===== config.mk =====
export PLATFORM = sky130hd
export DESIGN_NAME = humidity_sensor_frame_check
export DESIGN_NICKNAME = d
export VERILOG_FILES = /design/src/rtl/hsfc_pkg.sv /design/src/rtl/hsfc_front.sv /design/src/rtl/hsfc_queue.sv /design/src/rtl/hsfc_back.sv /design/src/rtl/humidity_sensor_frame_check.sv
export VERILOG_INCLUDE_DIRS = /design/src /design/src/rtl
export SDC_FILE = /design/constraint.sdc
export NUM_CORES = 1
export LEC_CHECK = 0
export ABC_AREA = 1
export BUFFER_PORTS_ARGS = -buffer_cell sky130_fd_sc_hd__buf_2
export CORE_AREA = 2 2 209 211
export CTS_BUF_LIST = sky130_fd_sc_hd__clkbuf_4
export CTS_CLUSTER_SIZE = 25
export DETAILED_ROUTE_END_ITERATION = 8
export DIE_AREA = 0 0 211 213
export PLACE_DENSITY = 0.65
export SYNTH_ARGS = -nofsm -noshare
export SYNTH_HDL_FRONTEND = slang
export SYNTH_HIERARCHICAL = 1
export SYNTH_SLANG_ARGS = --single-unit

===== constraint.sdc =====
create_clock -name clock -period 10.1 [get_ports clock]
set_input_delay 1.01 -clock clock [delete_from_list [all_inputs] [get_ports clock]]
set_output_delay 1.01 -clock clock [all_outputs]
set_load 0.05 [all_outputs]

===== src/rtl/assert_macros.svh =====
// assertion helpers shared by the rtl
`ifndef ASSERT_MACROS_SVH
`define ASSERT_MACROS_SVH

// consequent checked in the same cycle as the antecedent
`define HSFC_ASSERT_NOW(lbl, clk, rst, ante, cons) \
   lbl: assert property (@(posedge clk) disable iff (rst) (ante) |-> (cons)) \
      else $error("assertion failed");

// consequent checked in the cycle after the antecedent
`define HSFC_ASSERT_NEXT(lbl, clk, rst, ante, cons) \
   lbl: assert property (@(posedge clk) disable iff (rst) (ante) |=> (cons)) \
      else $error("assertion failed");

`endif


===== src/rtl/hsfc_pkg.sv =====
package hsfc_pkg;

   // crc-8 of each measurement word
   localparam logic [7:0] CRC_POLY = 8'h31;
   localparam logic [7:0] CRC_INIT = 8'hFF;

   // conversion constants, numerators doubled for round to nearest
   localparam logic [16:0] FULL_SCALE  = 17'd65535;
   localparam logic [11:0] TEMP_SCALE2 = 12'd3500;
   localparam logic [11:0] HUMI_SCALE2 = 12'd2000;
   localparam logic [11:0] TEMP_OFFSET = 12'd450;

   // depth of the queue between front and back
   localparam int QUEUE_DEPTH = 2;

   typedef struct packed {
      logic [7:0] rx_byte;
      logic       frame_start;
   } req_type;

   typedef struct packed {
      logic signed [11:0] temperature_deci;
      logic [9:0]         humidity_permille;
      logic               temp_crc_ok;
      logic               humi_crc_ok;
      logic               frame_valid;
   } rsp_type;

   // one complete frame, handed from front to back
   typedef struct packed {
      logic [15:0] temp_raw;
      logic [15:0] humi_raw;
      logic        temp_ok;
      logic        humi_ok;
   } frame_type;

   // one byte through the crc, msb first
   function automatic logic [7:0] crc8_update(input logic [7:0] crc, input logic [7:0] b);
      logic [7:0] c;
      c = crc ^ b;
      for (int k = 0; k < 8; k++) begin
         if (c[7]) begin
            c = {c[6:0], 1'b0} ^ CRC_POLY;
         end else begin
            c = {c[6:0], 1'b0};
         end
      end
      return c;
   endfunction

endpackage


===== src/rtl/hsfc_front.sv =====
`include "assert_macros.svh"

module hsfc_front (
   input  logic                clock,
   input  logic                reset,
   input  logic                in_valid,
   output logic                in_ready,
   input  hsfc_pkg::req_type   in_data,
   output logic                out_valid,
   input  logic                out_ready,
   output hsfc_pkg::frame_type out_data
);
   import hsfc_pkg::*;

   // byte positions within a frame
   localparam logic [2:0] POS_TEMP_MSB = 3'd0;
   localparam logic [2:0] POS_TEMP_LSB = 3'd1;
   localparam logic [2:0] POS_TEMP_CRC = 3'd2;
   localparam logic [2:0] POS_HUMI_MSB = 3'd3;
   localparam logic [2:0] POS_HUMI_LSB = 3'd4;
   localparam logic [2:0] POS_HUMI_CRC = 3'd5;

   logic [2:0]  count_ff, count_in;
   logic [7:0]  crc_ff, crc_in;
   logic [15:0] temp_raw_ff, temp_raw_in;
   logic [15:0] humi_raw_ff, humi_raw_in;
   logic        temp_ok_ff, temp_ok_in;
   logic [2:0]  pos;
   logic        accept;
   logic        humi_ok;

   assign in_ready = out_ready;
   assign accept   = in_valid && in_ready;

   // position of this byte; frame start and unused counts restart the frame
   always_comb begin
      if (in_data.frame_start || count_ff > POS_HUMI_CRC) begin
         pos = POS_TEMP_MSB;
      end else begin
         pos = count_ff;
      end
   end

   assign humi_ok = (crc_ff == in_data.rx_byte);

   // byte assembly and running crc
   always_comb begin
      count_in    = count_ff;
      crc_in      = crc_ff;
      temp_raw_in = temp_raw_ff;
      humi_raw_in = humi_raw_ff;
      temp_ok_in  = temp_ok_ff;
      if (accept) begin
         case (pos)
            POS_TEMP_MSB: begin
               temp_raw_in[15:8] = in_data.rx_byte;
               crc_in = crc8_update(CRC_INIT, in_data.rx_byte);
            end
            POS_TEMP_LSB: begin
               temp_raw_in[7:0] = in_data.rx_byte;
               crc_in = crc8_update(crc_ff, in_data.rx_byte);
            end
            POS_TEMP_CRC: begin
               temp_ok_in = (crc_ff == in_data.rx_byte);
               crc_in     = CRC_INIT;
            end
            POS_HUMI_MSB: begin
               humi_raw_in[15:8] = in_data.rx_byte;
               crc_in = crc8_update(CRC_INIT, in_data.rx_byte);
            end
            POS_HUMI_LSB: begin
               humi_raw_in[7:0] = in_data.rx_byte;
               crc_in = crc8_update(crc_ff, in_data.rx_byte);
            end
            default: begin
               crc_in = CRC_INIT;
            end
         endcase
         if (pos == POS_HUMI_CRC) begin
            count_in = POS_TEMP_MSB;
         end else begin
            count_in = pos + 3'd1;
         end
      end
   end

   // push a finished frame on the last byte
   assign out_valid         = accept && (pos == POS_HUMI_CRC);
   assign out_data.temp_raw = temp_raw_ff;
   assign out_data.humi_raw = humi_raw_ff;
   assign out_data.temp_ok  = temp_ok_ff;
   assign out_data.humi_ok  = humi_ok;

   always_ff @(posedge clock) begin
      if (reset) begin
         count_ff    <= POS_TEMP_MSB;
         crc_ff      <= CRC_INIT;
         temp_raw_ff <= '0;
         humi_raw_ff <= '0;
         temp_ok_ff  <= 1'b0;
      end else begin
         count_ff    <= count_in;
         crc_ff      <= crc_in;
         temp_raw_ff <= temp_raw_in;
         humi_raw_ff <= humi_raw_in;
         temp_ok_ff  <= temp_ok_in;
      end
   end

   `HSFC_ASSERT_NOW(a_count_in_frame, clock, reset, 1'b1, count_ff <= POS_HUMI_CRC)
   `HSFC_ASSERT_NEXT(a_push_restarts, clock, reset, out_valid, count_ff == POS_TEMP_MSB && crc_ff == CRC_INIT)

endmodule


===== src/rtl/hsfc_queue.sv =====
`include "assert_macros.svh"

module hsfc_queue #(
   parameter int DEPTH = hsfc_pkg::QUEUE_DEPTH
) (
   input  logic                clock,
   input  logic                reset,
   input  logic                in_valid,
   output logic                in_ready,
   input  hsfc_pkg::frame_type in_data,
   output logic                out_valid,
   input  logic                out_ready,
   output hsfc_pkg::frame_type out_data
);
   import hsfc_pkg::*;

   localparam int PTR_W = $clog2(DEPTH);
   localparam int CNT_W = $clog2(DEPTH + 1);

   frame_type        slot_ff [DEPTH];
   logic [PTR_W-1:0] wr_ptr_ff, wr_ptr_in;
   logic [PTR_W-1:0] rd_ptr_ff, rd_ptr_in;
   logic [CNT_W-1:0] count_ff, count_in;
   logic             push, pop;

   assign in_ready  = (count_ff != CNT_W'(DEPTH));
   assign out_valid = (count_ff != '0);
   assign push      = in_valid && in_ready;
   assign pop       = out_valid && out_ready;
   assign out_data  = slot_ff[rd_ptr_ff];

   // pointer and fill count update
   always_comb begin
      wr_ptr_in = wr_ptr_ff;
      rd_ptr_in = rd_ptr_ff;
      count_in  = count_ff;
      if (push) begin
         wr_ptr_in = (wr_ptr_ff == PTR_W'(DEPTH - 1)) ? '0 : wr_ptr_ff + 1'b1;
      end
      if (pop) begin
         rd_ptr_in = (rd_ptr_ff == PTR_W'(DEPTH - 1)) ? '0 : rd_ptr_ff + 1'b1;
      end
      if (push && !pop) begin
         count_in = count_ff + 1'b1;
      end else if (pop && !push) begin
         count_in = count_ff - 1'b1;
      end
   end

   always_ff @(posedge clock) begin
      if (reset) begin
         wr_ptr_ff <= '0;
         rd_ptr_ff <= '0;
         count_ff  <= '0;
      end else begin
         wr_ptr_ff <= wr_ptr_in;
         rd_ptr_ff <= rd_ptr_in;
         count_ff  <= count_in;
      end
   end

   // frame storage
   always_ff @(posedge clock) begin
      if (push) begin
         slot_ff[wr_ptr_ff] <= in_data;
      end
   end

   `HSFC_ASSERT_NEXT(a_fill_up, clock, reset, push && !pop, count_ff == $past(count_ff) + 1)
   `HSFC_ASSERT_NEXT(a_fill_down, clock, reset, pop && !push, count_ff == $past(count_ff) - 1)
   `HSFC_ASSERT_NOW(a_ptr_gap, clock, reset, count_ff == '0, wr_ptr_ff == rd_ptr_ff)

endmodule


===== src/rtl/hsfc_back.sv =====
`include "assert_macros.svh"

module hsfc_back (
   input  logic                clock,
   input  logic                reset,
   input  logic                in_valid,
   output logic                in_ready,
   input  hsfc_pkg::frame_type in_data,
   output logic                out_valid,
   input  logic                out_ready,
   output hsfc_pkg::rsp_type   out_data
);
   import hsfc_pkg::*;

   // floor(m / 65535) for m below 2^27: estimate, then one correction
   function automatic logic [11:0] div_full_scale(input logic [26:0] m);
      logic [27:0] est;
      logic [11:0] q0;
      logic [27:0] rem;
      est = {1'b0, m} + 28'(m[26:16]);
      q0  = est[27:16];
      rem = {1'b0, m} - {q0, 16'b0} + 28'(q0);
      if (rem >= 28'(FULL_SCALE)) begin
         return q0 + 12'd1;
      end
      return q0;
   endfunction

   logic        s1_valid_ff;
   logic [26:0] s1_temp_num_ff, s1_humi_num_ff;
   logic        s1_temp_ok_ff, s1_humi_ok_ff;
   logic        out_valid_ff;
   rsp_type     out_data_ff, out_data_in;
   logic [27:0] temp_prod, humi_prod;
   logic [11:0] temp_q, humi_q;
   logic        out_take, s1_move;

   // pipeline flow: output register frees, stage one moves up
   assign out_take = !out_valid_ff || out_ready;
   assign s1_move  = s1_valid_ff && out_take;
   assign in_ready = !s1_valid_ff || out_take;

   // stage one: scale and add half of the divisor
   assign temp_prod = 28'(in_data.temp_raw) * 28'(TEMP_SCALE2) + 28'(FULL_SCALE);
   assign humi_prod = 28'(in_data.humi_raw) * 28'(HUMI_SCALE2) + 28'(FULL_SCALE);

   always_ff @(posedge clock) begin
      if (in_valid && in_ready) begin
         s1_temp_num_ff <= temp_prod[27:1];
         s1_humi_num_ff <= humi_prod[27:1];
         s1_temp_ok_ff  <= in_data.temp_ok;
         s1_humi_ok_ff  <= in_data.humi_ok;
      end
   end

   // stage two: divide by full scale and offset
   assign temp_q = div_full_scale(s1_temp_num_ff);
   assign humi_q = div_full_scale(s1_humi_num_ff);

   always_comb begin
      out_data_in.temperature_deci  = signed'(temp_q - TEMP_OFFSET);
      out_data_in.humidity_permille = humi_q[9:0];
      out_data_in.temp_crc_ok       = s1_temp_ok_ff;
      out_data_in.humi_crc_ok       = s1_humi_ok_ff;
      out_data_in.frame_valid       = s1_temp_ok_ff && s1_humi_ok_ff;
   end

   always_ff @(posedge clock) begin
      if (s1_move) begin
         out_data_ff <= out_data_in;
      end
   end

   always_ff @(posedge clock) begin
      if (reset) begin
         s1_valid_ff  <= 1'b0;
         out_valid_ff <= 1'b0;
      end else begin
         if (in_ready) begin
            s1_valid_ff <= in_valid;
         end
         if (out_take) begin
            out_valid_ff <= s1_valid_ff;
         end
      end
   end

   assign out_valid = out_valid_ff;
   assign out_data  = out_data_ff;

   `HSFC_ASSERT_NOW(a_humi_range, clock, reset, out_valid_ff, out_data_ff.humidity_permille <= 10'd1000)
   `HSFC_ASSERT_NOW(a_temp_range, clock, reset, out_valid_ff, out_data_ff.temperature_deci >= -12'sd450 && out_data_ff.temperature_deci <= 12'sd1300)
   `HSFC_ASSERT_NOW(a_valid_and, clock, reset, out_valid_ff, out_data_ff.frame_valid == (out_data_ff.temp_crc_ok && out_data_ff.humi_crc_ok))

endmodule


===== src/rtl/humidity_sensor_frame_check.sv =====
// a frame taken with its sixth byte passes the queue, stage one and output register
// one byte per cycle while rsp_ready is high; the queue and converter keep pace
// the two stage converter: one 16x12 multiply per channel, then a constant divide
// reset: synchronous, clears byte position, crc to ff, queue and pipeline valids
// no clearing pass; the block takes bytes as soon as reset is released
module humidity_sensor_frame_check #(
   parameter int QUEUE_DEPTH = hsfc_pkg::QUEUE_DEPTH
) (
   input  logic              clock,
   input  logic              reset,
   input  logic              req_valid,
   output logic              req_ready,
   input  hsfc_pkg::req_type req_data,
   output logic              rsp_valid,
   input  logic              rsp_ready,
   output hsfc_pkg::rsp_type rsp_data
);
   import hsfc_pkg::*;

   logic      fr_valid, fr_ready;
   frame_type fr_data;
   logic      q_valid, q_ready;
   frame_type q_data;

   // byte assembly and crc check
   hsfc_front u_front (
      .clock     (clock),
      .reset     (reset),
      .in_valid  (req_valid),
      .in_ready  (req_ready),
      .in_data   (req_data),
      .out_valid (fr_valid),
      .out_ready (fr_ready),
      .out_data  (fr_data)
   );

   // frame queue between front and converter
   hsfc_queue #(
      .DEPTH (QUEUE_DEPTH)
   ) u_queue (
      .clock     (clock),
      .reset     (reset),
      .in_valid  (fr_valid),
      .in_ready  (fr_ready),
      .in_data   (fr_data),
      .out_valid (q_valid),
      .out_ready (q_ready),
      .out_data  (q_data)
   );

   // unit conversion and result word
   hsfc_back u_back (
      .clock     (clock),
      .reset     (reset),
      .in_valid  (q_valid),
      .in_ready  (q_ready),
      .in_data   (q_data),
      .out_valid (rsp_valid),
      .out_ready (rsp_ready),
      .out_data  (rsp_data)
   );

endmodule

Word level (Yosys, flattened, before mapping)
Memory sizes are Yosys's and may differ from the RTL's. A register that Yosys moved wholly into a read port is not among the register bits.
Cells that the tools add are included.

storage, ports and cells
  register bits = 131
  input bits = 13
  memory bits (writable) = 68
  output and inout port bits = 27
  memories kept = 1
  word-level logic and storage cells = 208

operators by class
  reductions and logical operators = 23
  bitwise gates (word level) = 32
  add/sub/neg operators = 16
  multiply operators = 2
  multiplexer cells = 103
  $lt $le $gt $ge = 3
  eq/ne operators = 7

memories
  memory           words  width  rd ports  clocked after Yosys merged registers in  wr ports  line              RTL
  u_queue.slot_ff  2      34     1         1                                        1         hsfc_queue.sv:20  frame_type slot_ff [DEPTH];

operators with widths
  cell                                                                     count
  8-bit two-way mux                                                        56
  6-bit two-way mux                                                        30
  3-bit NOT                                                                30
  27-bit by 11-bit adder with 28-bit output                                2
  28-bit by 12-bit adder with 28-bit output                                2
  28-bit by 16-bit >= comparator with 1-bit output, second input constant  2
  27-bit by 28-bit subtractor with 28-bit output                           2
  8-bit one-hot mux with 4 select lines                                    1
  27-bit by 16-bit adder with 28-bit output, second input constant         1
  28-bit by 16-bit adder with 28-bit output, second input constant         1
  16-bit by 10-bit multiplier with 26-bit output, second input constant    1
  12-bit two-way mux                                                       2
  16-bit by 7-bit multiplier with 23-bit output, second input constant     1
  10-bit two-way mux                                                       2
  12-bit by 1-bit adder with 12-bit output, second input constant          1
  12-bit by 9-bit subtractor with 12-bit output, second input constant     1
  10-bit by 1-bit adder with 10-bit output, second input constant          1
  2-bit AND reduction                                                      5
  8-bit == test                                                            1
  1-bit logical AND                                                        8
  1-bit two-way mux                                                        8
  8-bit NOT                                                                1
  8-bit bitwise XOR                                                        1
  3-bit by 2-bit == test with 1-bit output, second input constant          2
  other kinds (14)                                                         24

Longest topological paths before layout
Gate-level depths: netlist (run 1).

  depth in word-level cells = 33
  gate-level depth with buffers = 44
  depth with buffers taken out = 44

Cells and area by module
The synthesis (run 1) kept the hierarchy.

modules (own cells, without submodules)
  module      area an instance (um^2)  cells an instance  seq. area each (um^2)  times used
  hsfc_back   15,957.8                 2,113              2,352.3                1
  hsfc_queue  2,847.7                  143                2,142.1                1
  hsfc_front  2,252.2                  320                880.8                  1

Least setup slack after synthesis (run 1)
No wires, ideal clock.

  path type = register to register
  start point = reg with a tool-made name
  end point = reg u_back.s1_temp_num_ff[24] (data pin)
  arrival time = 5.301 ns
  stages on the path, launching flop included = 27
  path buffers = 2
  clock period less this slack = 5.558 ns
  setup slack = 4.542 ns
  required time = 9.843 ns
  library setup time = 0.257 ns
  cells stage by stage = dfxtp_1 -> buf_6 -> buf_12 -> mux2_4 -> ha_1 -> inv_1 -> fa_1 -> fa_1 -> fa_1 -> inv_1 -> fa_1 -> ha_1 -> nand2_1 -> inv_1 -> nand2_1 -> nand2_1 -> a21oi_1 -> inv_1 -> a21oi_1 -> o21ai_1 -> nand2_1 -> nand2_1 -> xor2_1 -> nand2_1 -> nor3_2 -> nand2_1 -> xor2_1

RTL lines
  element               line             RTL
  to (signal assigned)  hsfc_back.sv:49  s1_temp_num_ff <= temp_prod[27:1];
  to (decl)             hsfc_back.sv:30  logic [26:0] s1_temp_num_ff, s1_humi_num_ff;

==> out/results.md, run 1 <==
| Stage | Metric | Reported |
| --- | --- | --- |
| logic synthesis | Largest cells by area after synthesis | sky130_fd_sc_hd__edfxtp_1 21%, sky130_fd_sc_hd__ha_1 17%, sky130_fd_sc_hd__fa_1 11% |
| cts | Level count of the clock H-tree | 4 |
| finish | Most common library cell in the layout ignoring fill and taps | sky130_fd_sc_hd__nand2_1 |
| logic synthesis | Top_reg_cell synth | sky130_fd_sc_hd__edfxtp_1 |
| global route | Number of antenna violations at the first check in global routing | 1 |
| sta | Worst slew margin | 26.8% |
| logic synthesis | EDFF count, synth | 145 |
| critical path | CP top delay family | adder cells |
| logic synthesis | Cell type with the highest aggregate area in the netlist | sky130_fd_sc_hd__edfxtp_1 |
| logic synthesis | Synthesized net count | 2993 |
| sta | RSZ-0062 raised after global routing | false |
| sta | Setup violations, final | 0 |
| finish | Most used cells in the layout excluding fill and tap cells | 591 x sky130_fd_sc_hd__nand2_1, 467 x sky130_fd_sc_hd__inv_1, 286 x sky130_fd_sc_hd__ha_1 |
| min path | Instance count along the most critical hold path | 0 |
| logic synthesis | Fraction of registers with async set/reset | 0% |
| critical path | Slowest Stage Delay on Critical Path | 0.57 ns |
| drt | Detailed-routing iteration count for the pre-antenna-repair pass | 5 |
| critical path | Critical path class | reg2reg |
| global route | Pin count of the biggest net entering global routing | 53 |
| drt | Vias | 16.3k |
| logic synthesis | Area fraction of the dominant cell type after synthesis | 20.7% |
| global route | Final global-route overflow total | 0 |
| logic synthesis | Yosys reg bits | 196 |
| floorplan | Width of the chip | 211 µm |
| drt | Routed Wire Length | 46100 µm |
| critical path | Most frequent cell on the critical path | sky130_fd_sc_hd__nand2_1 |
| logic synthesis | YS warnings | 6 |
| logic synthesis | Number of standard cells after synthesis | 2576 |
| logic synthesis | Cell variety after synth | 54 |
| floorplan | Die Ht | 213 µm |
| min path | Startpoint of the lowest-slack hold path | u_front/temp_raw_ff[4]$_SDFFE_PP0P_ |
| critical path | Critical Path AT | 6.85 ns |
| placement | Worst slack, placed | 3.72 ns |
| sta | Clock period minus final worst setup slack | 6.45 ns |
| sta | Final cycle utilization of the critical path | 63.8% |
| critical path | Required time worst endpoint | 10.51 ns |
| cts | CTS Sinks | 196 |
| sta | Highest clock frequency the design can meet | 0.155 GHz |
| logic synthesis | Sequential-to-total area share from yosys stat | 25.5% |
| drt | DRC errors left | 0 |
| critical path | Type of origin of the critical path | flop |
| critical path | Slack of the worst reg-to-reg path | 3.65 ns |
| sta | Post-layout worst setup margin | 3.65 ns |
| critical path | Cell Chain, Critical Path | buf_4 > mux2_4 > ha_1 > inv_1 > fa_1 > inv_1 > fa_1 > fa_1 > fa_1 > ha_1 > nand2_1 > inv_1 > nand2_1 > nor2_1 > nand4_1 > nand3_1 > nand2_1 > nand2_1 > xor2_1 > inv_1 > nor4_1 > nand4_1 > nand3_1 > nand2_1 |
| min path | Hold EP | u_queue/slot_ff[0][22]$_DFFE_PP_ |
| finish | Nets | 3034 |
| sta | Setup total negative slack | 0 ns |
| cts | Number of buffers inserted by post-CTS setup repair | 0 |
| cts | CTS tree | yes |
| critical path | Sum of buffers and inverters on the critical path | 5 |
| placement | Post-DP HPWL | 38700 µm |
| run | Max-capacitance violation count | 0 |
| cts | Clock latency reported for the late side of the worst-skew pair | 0.64 ns |
| placement | PortBufs | 39 |
| cts | Maximum clock insertion buffer count | 2 |
| min path | Worst hold path type | reg2reg |
| cts | Cts bufs inserted | 17 |
| cts | Resize count post-CTS | 0 |
| drt | Antenna violation net count after detailed routing | 0 |
| floorplan | Core Rows | 76 |
| critical path | Register-to-Register Path Depth | 24 |
| floorplan | Core region area | 0.0427 mm² |
| global route | Via count of the first global-routing pass | 16.3k |
| floorplan | IO Count | 40 |
| cts | Root buffer selected by CTS | sky130_fd_sc_hd__clkbuf_4 |
| global route | Global Route Usage Sum | 21.4% |
| placement | Final Wtd Congestion | 0.928 |
| critical path | CP Max Fanout | 34 |
| sta | Worst Max-Slew Pin Slew | 1.10 ns |
| drt | Detailed Route Iter0 Violations | 917 |
| cts | Quantity of hold-fixing buffers added after cts | 0 |
| sta | Number of pins exceeding their max-slew limit in the final report | 0 |
| floorplan | Area of the die | 0.0449 mm² |
| floorplan | Starting density of the core | 49.3% |
| drt | Detailed-route wire length per cell | 14.5 µm |
| status | Run status | finished clean |
| logic synthesis | Netlist area before placement | 0.0211 mm² |
| finish | Layout cells sized above 1 | 6.77% |
| sta | Worst Clk Skew | 0.0425 ns |
| global route | Wire length of the first global-routing pass | 77900 µm |
| critical path | End of the worst register-to-register path | u_back/s1_temp_num_ff[25]$_DFFE_PP_ |
| critical path | Slowest cell on the critical path | sky130_fd_sc_hd__fa_1 |
| finish | Area grow syn2layout | 5.02% |
| drt | Post-DR vias/cell | 5.14 |
| critical path | Crit end category | flop |
| sta | Final Hold Violating Endpoints | 0 |
| cts | Clock-pin slew reported for the worst setup and hold paths after clock tree synthesis | 0.19 ns |
| logic synthesis | Average size of a mapped cell | 8.17 µm² |
logic make-up (layout without fill, tap and decap cells):
family                   count (synthesis)  count (layout)  share of synthesized area (%)
adder cells (fa/ha/maj)                404             404                           28.2
multiplexers                            34              34                           2.35
XOR/XNOR                               161             161                           6.73
AND/OR/NAND/NOR                       1021            1021                           20.9
buffers and inverters                  496             550                           9.30
other                                    0               1                              0
AO/OA/AOI/OAI                          264             264                           6.97
flip-flops                             196             196                           25.5
state kept, by name, summed over array words and instances (netlist names), 2 cells and up, named ones only:
name,count
u_front/count_ff,3
u_back/out_data,25
u_back/s1_humi_num_ff,24
u_queue/slot_ff,68
u_queue/count_ff,2
u_back/s1_temp_num_ff,26
u_front/crc_ff,8
u_front/humi_raw_ff,16
u_front/temp_raw_ff,16
worst reg2reg max path: cells and delay by family, from the launching register on:
kind | cells | cell delay, ns
simple gates | 11 | 1.63
buf+inv | 5 | 0.82
mux | 1 | 0.43
xor+xnor | 1 | 0.27
fa+ha+maj | 6 | 2.73
flops | 1 | 0.34
synth_stat cells, types with 2 or more instances:
cell type and number:
sky130_fd_sc_hd__o31ai_1 2, sky130_fd_sc_hd__buf_4 8, sky130_fd_sc_hd__nand2_1 591, sky130_fd_sc_hd__o21ai_1 11, sky130_fd_sc_hd__nand3_1 122, sky130_fd_sc_hd__inv_1 468
sky130_fd_sc_hd__a31oi_1 5, sky130_fd_sc_hd__a21o_1 9, sky130_fd_sc_hd__or2_2 9, sky130_fd_sc_hd__nand4_1 38, sky130_fd_sc_hd__nor3b_1 5, sky130_fd_sc_hd__mux2_4 30
sky130_fd_sc_hd__o21bai_1 8, sky130_fd_sc_hd__and3_1 2, sky130_fd_sc_hd__nand2_2 9, sky130_fd_sc_hd__nand3_2 5, sky130_fd_sc_hd__o21ai_0 72, sky130_fd_sc_hd__dfxtp_1 51
sky130_fd_sc_hd__xnor2_1 69, sky130_fd_sc_hd__a21boi_0 2, sky130_fd_sc_hd__ha_1 286, sky130_fd_sc_hd__nor2_4 4, sky130_fd_sc_hd__nor3_1 22, sky130_fd_sc_hd__nor4_1 12
sky130_fd_sc_hd__fa_1 118, sky130_fd_sc_hd__buf_6 2, sky130_fd_sc_hd__xor2_1 91, sky130_fd_sc_hd__a21boi_1 2, sky130_fd_sc_hd__o211ai_1 7, sky130_fd_sc_hd__a21oi_2 2
sky130_fd_sc_hd__nor3_2 4, sky130_fd_sc_hd__buf_2 3, sky130_fd_sc_hd__a221oi_1 2, sky130_fd_sc_hd__o21a_1 3, sky130_fd_sc_hd__buf_12 3, sky130_fd_sc_hd__nand3b_1 8
sky130_fd_sc_hd__edfxtp_1 145, sky130_fd_sc_hd__clkbuf_1 5, sky130_fd_sc_hd__a21oi_1 134, sky130_fd_sc_hd__mux2_2 4, sky130_fd_sc_hd__nor2_2 16, sky130_fd_sc_hd__and2_1 2
sky130_fd_sc_hd__inv_2 7, sky130_fd_sc_hd__nor2_1 168
worst max-delay path by stage:
| stage | depth (start not counted) | to | startpoint | slack, ns |
|---|---|---|---|---|
| after detailed placement | 26 | u_back/s1_temp_num_ff[25]$_DFFE_PP_ | flop | 3.72 |
| after global routing | 26 | u_back/s1_temp_num_ff[25]$_DFFE_PP_ | flop | 3.20 |
| after floorplan | 26 | u_back/s1_temp_num_ff[24]$_DFFE_PP_ | flop | 4.54 |
| final | 24 | u_back/s1_temp_num_ff[25]$_DFFE_PP_ | flop | 3.65 |
| after global placement | 24 | u_back/s1_temp_num_ff[25]$_DFFE_PP_ | flop | 3.76 |
| after CTS | 26 | u_back/s1_temp_num_ff[25]$_DFFE_PP_ | flop | 3.68 |
metal layers:
| metal | up-vias | GRT usage [%] | wire, µm |
|---|---|---|---|
| li1 | 8416 | - | - |
| met1 | 7558 | 27.9 | 21400 |
| met2 | 292 | 37.5 | 21800 |
| met3 | 74 | 2.19 | 1690 |
| met4 | 0 | 6.51 | 1230 |
| met5 | - | 0 | 0 |
per-stage QoR:
step | area (µm²) | hold WS (ns) | utilization [%] | instances
2_1_floorplan | 21100 | 0.420 | - | 2576
3_3_place_gp | 21800 | 0.427 | 51.1 | 3144
3_5_place_dp | 21800 | 0.434 | 51.1 | 3144
4_1_cts | 22100 | 0.470 | 51.8 | 3176
5_1_grt | 22100 | 0.484 | 51.8 | 3177
6_report | 22100 | 0.468 | 51.8 | 3177
final cells by class:
cell class                 instances  area (µm²)
multi-input combinational       1884       13700
antenna                            1        2.50
clock inverter                    14         178
clock buffer                      18         135
fill                            4077       20600
tap                              546         683
timing repair buffer              43         225
inverter                         475        1780
sequential                       196        5380
Power of run 1 is left out: the tool's default activity adds up to more than one toggle a clock period on the data nets, which glitch-free logic cannot reach.
==> run 2, diff against run 1 <==
==> constraint.sdc (replaced) <==
create_clock -name clock -period 6.19 [get_ports clock]
set_input_delay 0.619 -clock clock [delete_from_list [all_inputs] [get_ports clock]]
set_output_delay 0.619 -clock clock [all_outputs]
set_load 0.05 [all_outputs]
==> out/results.md, run 2 (synthesis results as in run 1) <==
| Stage | Metric | Reported | vs previous |
| --- | --- | --- | --- |
| status | Run status | finished clean |  |
| floorplan | Starting density of the core | 49.3% | unchanged |
| sta | Worst slew margin | 30.1% | +3.3 points |
| sta | Setup total negative slack | 0 ns | unchanged |
| finish | Filler Cell Count | 3963 | -2.8% |
| critical path | CP Max Fanout | 6 | -82% |
| critical path | Critical path class | reg2reg |  |
| finish | Nets | 3060 | +0.86% |
| run | Max-capacitance violation count | 0 | unchanged |
| sta | Clock period minus final worst setup slack | 5.90 ns | -0.542 ns |
| sta | Final cycle utilization of the critical path | 95.4% | +32 points |
| cts | Clock latency reported for the late side of the worst-skew pair | 0.65 ns | about the same |
| critical path | Critical Path AT | 6.29 ns | -0.56 ns |
| critical path | Most frequent cell on the critical path | sky130_fd_sc_hd__nand2_1 |  |
| drt | Vias | 16.6k | +1.4% |
| floorplan | Core Rows | 76 | unchanged |
| finish | Most common library cell in the layout ignoring fill and taps | sky130_fd_sc_hd__nand2_1 |  |
| cts | Level count of the clock H-tree | 4 | unchanged |
| placement | Number of placed instances with taps included | 3162 | +0.57% |
| global route | Final global-route overflow total | 0 | unchanged |
| drt | DRC errors left | 0 | unchanged |
| floorplan | Area of the die | 0.0449 mm² | unchanged |
| cts | Quantity of hold-fixing buffers added after cts | 0 | unchanged |
| min path | Instance count along the most critical hold path | 2 | +2 |
| finish | Area grow syn2layout | 6.88% |  |
| floorplan | Width of the chip | 211 µm | unchanged |
| critical path | Crit end category | flop |  |
| sta | Number of pins exceeding their max-slew limit in the final report | 0 | unchanged |
| global route | Number of antenna violations at the first check in global routing | 1 | unchanged |
| sta | Setup violations, final | 0 | unchanged |
| critical path | Register-to-Register Path Depth | 23 | -4.2% |
| cts | Maximum clock insertion buffer count | 2 | unchanged |
| drt | Detailed-routing iteration count for the pre-antenna-repair pass | 5 | unchanged |
| sta | Final Hold Violating Endpoints | 0 | unchanged |
| finish | Non-filler instance count after layout | 3204 | +0.85% |
| sta | Min Hold Slack | 0.246 ns | -0.222 ns |
| critical path | Cell Chain, Critical Path | buf_4 > buf_4 > mux2_4 > ha_1 > inv_1 > fa_1 > inv_1 > fa_1 > fa_1 > fa_1 > ha_4 > nand2_1 > o21ai_0 > a21oi_2 > o21ai_1 > nand2_1 > nand2_1 > xor2_2 > nand2_1 > nor3_4 > nand3_1 > nand2_1 > nand2_1 |  |
| critical path | Critical path depth | 23 | -4.2% |
| drt | Detailed Route Iter0 Violations | 940 | +2.5% |
| cts | Cts bufs inserted | 17 | unchanged |
| drt | Antenna violation net count after detailed routing | 0 | unchanged |
| drt | Routed Wire Length | 46900 µm | +1.8% |
| placement | Final Wtd Congestion | 0.942 | +1.4% |
| critical path | Required time worst endpoint | 6.57 ns | -3.94 ns |
| finish | Most used cells in the layout excluding fill and tap cells | 588 x sky130_fd_sc_hd__nand2_1, 467 x sky130_fd_sc_hd__inv_1, 277 x sky130_fd_sc_hd__ha_1 |  |
| critical path | Type of origin of the critical path | flop |  |
| critical path | Slowest Stage Delay on Critical Path | 0.57 ns | about the same |
| global route | Global Route Usage Sum | 21.3% | -0.099 points |
| cts | CTS Sinks | 196 | unchanged |
| placement | PortBufs | 39 | unchanged |
| critical path | Slowest cell on the critical path | sky130_fd_sc_hd__fa_1 |  |
| placement | Post-DP HPWL | 39100 µm | +0.98% |
| floorplan | IO Count | 40 | unchanged |
| global route | Wire length of the first global-routing pass | 77300 µm | -0.76% |
| cts | CTS tree | yes |  |
| global route | Via count of the first global-routing pass | 16.2k | -0.31% |
| critical path | CP top delay family | adder cells |  |
| sta | Worst Clk Skew | 0.0497 ns | +0.00714 ns |
| min path | Worst hold path type | in2reg |  |
| cts | Root buffer selected by CTS | sky130_fd_sc_hd__clkbuf_4 |  |
| floorplan | Core region area | 0.0427 mm² | unchanged |
| drt | Post-DR vias/cell | 5.17 | +0.50% |
| global route | Pin count of the biggest net entering global routing | 53 | unchanged |
| floorplan | Die Ht | 213 µm | unchanged |
| cts | Clock-pin slew reported for the worst setup and hold paths after clock tree synthesis | 0.18 ns | about the same |
| sta | Highest clock frequency the design can meet | 0.169 GHz | +9.2% |
| finish | Register containing the most flip-flops in the final layout | u_queue/slot_ff |  |
| drt | Detailed-route wire length per cell | 14.6 µm | +0.91% |
| sta | Worst Max-Slew Pin Slew | 1.05 ns | -0.0498 ns |
| critical path | Sum of buffers and inverters on the critical path | 4 | -1 |
| finish | Layout cells sized above 1 | 8.73% | +2.0 points |
| finish | Max reg flops | 68 | unchanged |
run 2: cell types whose count changed in the layout (fill, tap and decap cells not counted), moves of 3 or more:
cell	delta
sky130_fd_sc_hd__nor2_1	-5
sky130_fd_sc_hd__nand2_1	-3
sky130_fd_sc_hd__ha_1	-9
sky130_fd_sc_hd__nand2_2	+3
sky130_fd_sc_hd__a21oi_1	-3
sky130_fd_sc_hd__buf_4	+24
sky130_fd_sc_hd__a21oi_2	+3
sky130_fd_sc_hd__nor2_2	+4
sky130_fd_sc_hd__nor4_1	-3
sky130_fd_sc_hd__ha_4	+7
run 2: final timing paths:
| path | slack [ns] | start | end |
|---|---|---|---|
| max | 0.29 | flop | u_back/s1_temp_num_ff[26]$_DFFE_PP_ |
| min | 0.25 | reset | u_back/out_valid$_SDFFE_PP0P_ |
| max reg2reg | 0.29 | flop | u_back/s1_temp_num_ff[26]$_DFFE_PP_ |
| min reg2reg | 0.45 | u_front/temp_raw_ff[6]$_SDFFE_PP0P_ | u_queue/slot_ff[1][24]$_DFFE_PP_ |
run 2: what timing repair did:
item	in CTS	in global routing
buffers inserted	0	8
setup endpoints to repair	0	29
gates resized for setup	0	35
run 2: metal layers:
| layer | vias to the layer above | global-route usage (%) | wire (µm) |
|---|---|---|---|
| met5 | - | 0 | 0 |
| met4 | 0 | 6.85 | 1220 |
| met3 | 66 | 2.82 | 1860 |
| met2 | 320 | 36.9 | 22200 |
| met1 | 7726 | 27.6 | 21700 |
| li1 | 8449 | - | - |
run 2: layout make-up:
| cell class | count | area (µm²) | area share (%) |
|---|---|---|---|
| Antenna cell | 2 | 5.00 | 0.0222 |
| Clock buffer | 18 | 135 | 0.600 |
| Clock inverter | 14 | 154 | 0.684 |
| Inverter | 475 | 1780 | 7.92 |
| Multi-Input combinational cell | 1884 | 13900 | 62.0 |
| Sequential cell | 196 | 5380 | 23.9 |
| Tap cell | 546 | 683 | 3.04 |
| Timing Repair Buffer | 69 | 424 | 1.88 |
run 2: metrics by stage:
stage               setup slack, ns  area [µm²]  util [%]
floorplan                     0.632       21100         -
global placement              0.216       21900      51.4
detailed placement            0.117       21900      51.4
CTS                          0.0757       22200      52.1
global route                -0.0356       22500      52.7
finish                        0.285       22500      52.7
Power of run 2 is left out for the same reason.
==> run 3, diff against run 2 <==
--- a/config.mk
+++ b/config.mk
@@ -7,7 +7,7 @@
 export NUM_CORES = 1
 export LEC_CHECK = 0
 export ABC_AREA = 1
-export BUFFER_PORTS_ARGS = -buffer_cell sky130_fd_sc_hd__buf_2
+export BUFFER_PORTS_ARGS = -buffer_cell sky130_fd_sc_hd__buf_4
 export CORE_AREA = 2 2 209 211
 export CTS_BUF_LIST = sky130_fd_sc_hd__clkbuf_4
 export CTS_CLUSTER_SIZE = 25
==> out/results.md, run 3 (synthesis results as in run 1) <==
| Stage | Metric | Reported | vs previous |
| --- | --- | --- | --- |
| status | Run status | finished clean |  |
| placement | PortBufs | 39 | unchanged |
| finish | Filler Cell Count | 4011 | +1.2% |
| sta | Worst Max-Slew Pin Slew | 1.08 ns | +0.0339 ns |
| critical path | Critical path class | reg2reg |  |
| global route | Final global-route overflow total | 0 | unchanged |
| finish | Area grow syn2layout | 7.85% |  |
| drt | Detailed-route wire length per cell | 14.7 µm | +0.67% |
| floorplan | Width of the chip | 211 µm | unchanged |
| global route | Pin count of the biggest net entering global routing | 53 | unchanged |
| floorplan | Core Rows | 76 | unchanged |
| cts | Quantity of hold-fixing buffers added after cts | 0 | unchanged |
| drt | Detailed Route Iter0 Violations | 941 | +0.11% |
| floorplan | Area of the die | 0.0449 mm² | unchanged |
| floorplan | Core region area | 0.0427 mm² | unchanged |
| global route | Global Route Usage Sum | 21.7% | +0.40 points |
| sta | Worst slew margin | 27.9% | -2.3 points |
| global route | Via count of the first global-routing pass | 16.5k | +1.9% |
| global route | Number of antenna violations at the first check in global routing | 1 | unchanged |
| finish | Nets | 3067 | +0.23% |
| placement | Area after DPL | 0.0220 mm² | +0.41% |
| sta | Final cycle utilization of the critical path | 94.6% | -0.75 points |
| sta | Final Hold Violating Endpoints | 0 | unchanged |
| sta | Number of pins exceeding their max-slew limit in the final report | 0 | unchanged |
| floorplan | Starting density of the core | 49.3% | unchanged |
| critical path | Critical Path AT | 6.26 ns | -0.03 ns |
| cts | Level count of the clock H-tree | 4 | unchanged |
| run | Max-capacitance violation count | 0 | unchanged |
| drt | Antenna violation net count after detailed routing | 0 | unchanged |
| finish | Most used cells in the layout excluding fill and tap cells | 590 x sky130_fd_sc_hd__nand2_1, 467 x sky130_fd_sc_hd__inv_1, 278 x sky130_fd_sc_hd__ha_1 |  |
| global route | Wire length of the first global-routing pass | 79000 µm | +2.2% |
| drt | Post-DR vias/cell | 5.18 | +0.20% |
| sta | Setup violations, final | 0 | unchanged |
| drt | DRC errors left | 0 | unchanged |
| cts | Cts bufs inserted | 17 | unchanged |
| finish | Layout cells sized above 1 | 9.05% | +0.32 points |
| min path | Worst hold path type | in2reg |  |
| critical path | Type of origin of the critical path | flop |  |
| min path | Instance count along the most critical hold path | 2 | unchanged |
| critical path | CP Max Fanout | 5 | -1 |
| critical path | Register-to-Register Path Depth | 22 | -4.3% |
| floorplan | IO Count | 40 | unchanged |
| cts | Clock latency reported for the late side of the worst-skew pair | 0.65 ns | about the same |
| drt | Routed Wire Length | 47300 µm | +0.85% |
| sta | Clock period minus final worst setup slack | 5.86 ns | -0.0464 ns |
| placement | Final Wtd Congestion | 0.944 | +0.21% |
| floorplan | Die Ht | 213 µm | unchanged |
| sta | Highest clock frequency the design can meet | 0.171 GHz | +0.79% |
| finish | Area of the multi-input gates | 0.0140 mm² | +0.22% |
| critical path | End of the worst register-to-register path | u_back/s1_temp_num_ff[24]$_DFFE_PP_ |  |
| min path | Startpoint of the lowest-slack hold path | reset |  |
| cts | Root buffer selected by CTS | sky130_fd_sc_hd__clkbuf_4 |  |
| drt | Detailed-routing iteration count for the pre-antenna-repair pass | 7 | +2 |
| sta | Worst Clk Skew | 0.0411 ns | -0.00858 ns |
| finish | Flip-flop and latch area | 0.00538 mm² | unchanged |
| critical path | Required time worst endpoint | 6.59 ns | +0.02 ns |
| finish | Final Cell Area | 0.0227 mm² | +0.91% |
| critical path | Crit end category | flop |  |
| drt | Vias | 16.6k | +0.39% |
| sta | Min Hold Slack | 0.190 ns | -0.0559 ns |
| finish | Max reg flops | 68 | unchanged |
| cts | CTS Sinks | 196 | unchanged |
| cts | Maximum clock insertion buffer count | 2 | unchanged |
| finish | Final standard cell utilization of the core | 53.2% | +0.48 points |
| critical path | Slack of the worst reg-to-reg path | 0.33 ns | +0.05 ns |
| placement | Post-DP HPWL | 39400 µm | +0.63% |
| cts | Clock-pin slew reported for the worst setup and hold paths after clock tree synthesis | 0.19 ns | about the same |
| finish | Most common library cell in the layout ignoring fill and taps | sky130_fd_sc_hd__nand2_1 |  |
| finish | Register containing the most flip-flops in the final layout | u_queue/slot_ff |  |
| min path | Hold EP | u_front/temp_ok_ff$_SDFFE_PP0P_ |  |
| cts | CTS tree | yes |  |
[run 3: what timing repair did]
action,CTS,global route
buffers inserted,0,15
setup endpoints to repair,0,25
gates resized for setup,0,45
endpoints found under the hold margin,0,0
[run 3: through the flow]
step	cells	setup slack (ns)	setup TNS (ns)
2_1_floorplan	2576	0.632	0
3_3_place_gp	3161	0.214	0
3_5_place_dp	3161	0.104	0
4_1_cts	3193	0.0517	0
5_1_grt	3210	-0.0225	-0.0293
6_report	3210	0.332	0
[run 3: metal layers]
layer  track usage (%)  vias up  routed length, µm
li1                  -     8477                  -
met3              2.38       65               1840
met4              6.31        0               1140
met5                 0        -                  0
met2              38.2      354              22800
met1              28.2     7729              21600
[run 3: final cells by class]
class / count / share of cell area, %
multi-input combinational: 1885 / 61.5
sequential: 196 / 23.7
inverter: 475 / 7.85
tap: 546 / 3.01
timing repair buffer: 75 / 2.54
clock inverter: 14 / 0.782
clock buffer: 18 / 0.595
antenna: 1 / 0.0110
[run 3: how the worst max path moves through the flow]
stage | startpoint | end | slack [ns]
after floorplan | flop | u_back/s1_temp_num_ff[24]$_DFFE_PP_ | 0.63
after global placement | flop | u_back/s1_temp_num_ff[25]$_DFFE_PP_ | 0.21
after detailed placement | flop | u_back/s1_temp_num_ff[25]$_DFFE_PP_ | 0.10
after CTS | flop | u_back/s1_temp_num_ff[25]$_DFFE_PP_ | 0.05
after global routing | flop | u_back/s1_temp_num_ff[25]$_DFFE_PP_ | -0.02
final | flop | u_back/s1_temp_num_ff[24]$_DFFE_PP_ | 0.33
[run 3: worst max-delay path, stage by stage, from the launching register on]
cell                      delay, ns
sky130_fd_sc_hd__dfxtp_4       0.39
sky130_fd_sc_hd__buf_2         0.18
sky130_fd_sc_hd__buf_4         0.14
sky130_fd_sc_hd__mux2_4        0.34
sky130_fd_sc_hd__ha_1          0.29
sky130_fd_sc_hd__inv_1         0.08
sky130_fd_sc_hd__fa_1          0.55
sky130_fd_sc_hd__inv_1         0.06
sky130_fd_sc_hd__fa_1          0.50
sky130_fd_sc_hd__fa_1          0.57
sky130_fd_sc_hd__fa_1          0.43
sky130_fd_sc_hd__ha_1          0.38
sky130_fd_sc_hd__nand2_1       0.08
sky130_fd_sc_hd__o21ai_0       0.30
sky130_fd_sc_hd__a21oi_2       0.09
sky130_fd_sc_hd__o21ai_2       0.17
sky130_fd_sc_hd__nand2_1       0.07
sky130_fd_sc_hd__nand2_1       0.07
sky130_fd_sc_hd__xor2_1        0.25
sky130_fd_sc_hd__nand2_1       0.16
sky130_fd_sc_hd__nor3_4        0.27
sky130_fd_sc_hd__nand2_1       0.09
sky130_fd_sc_hd__xor2_1        0.16
Power of run 3 is left out for the same reason.
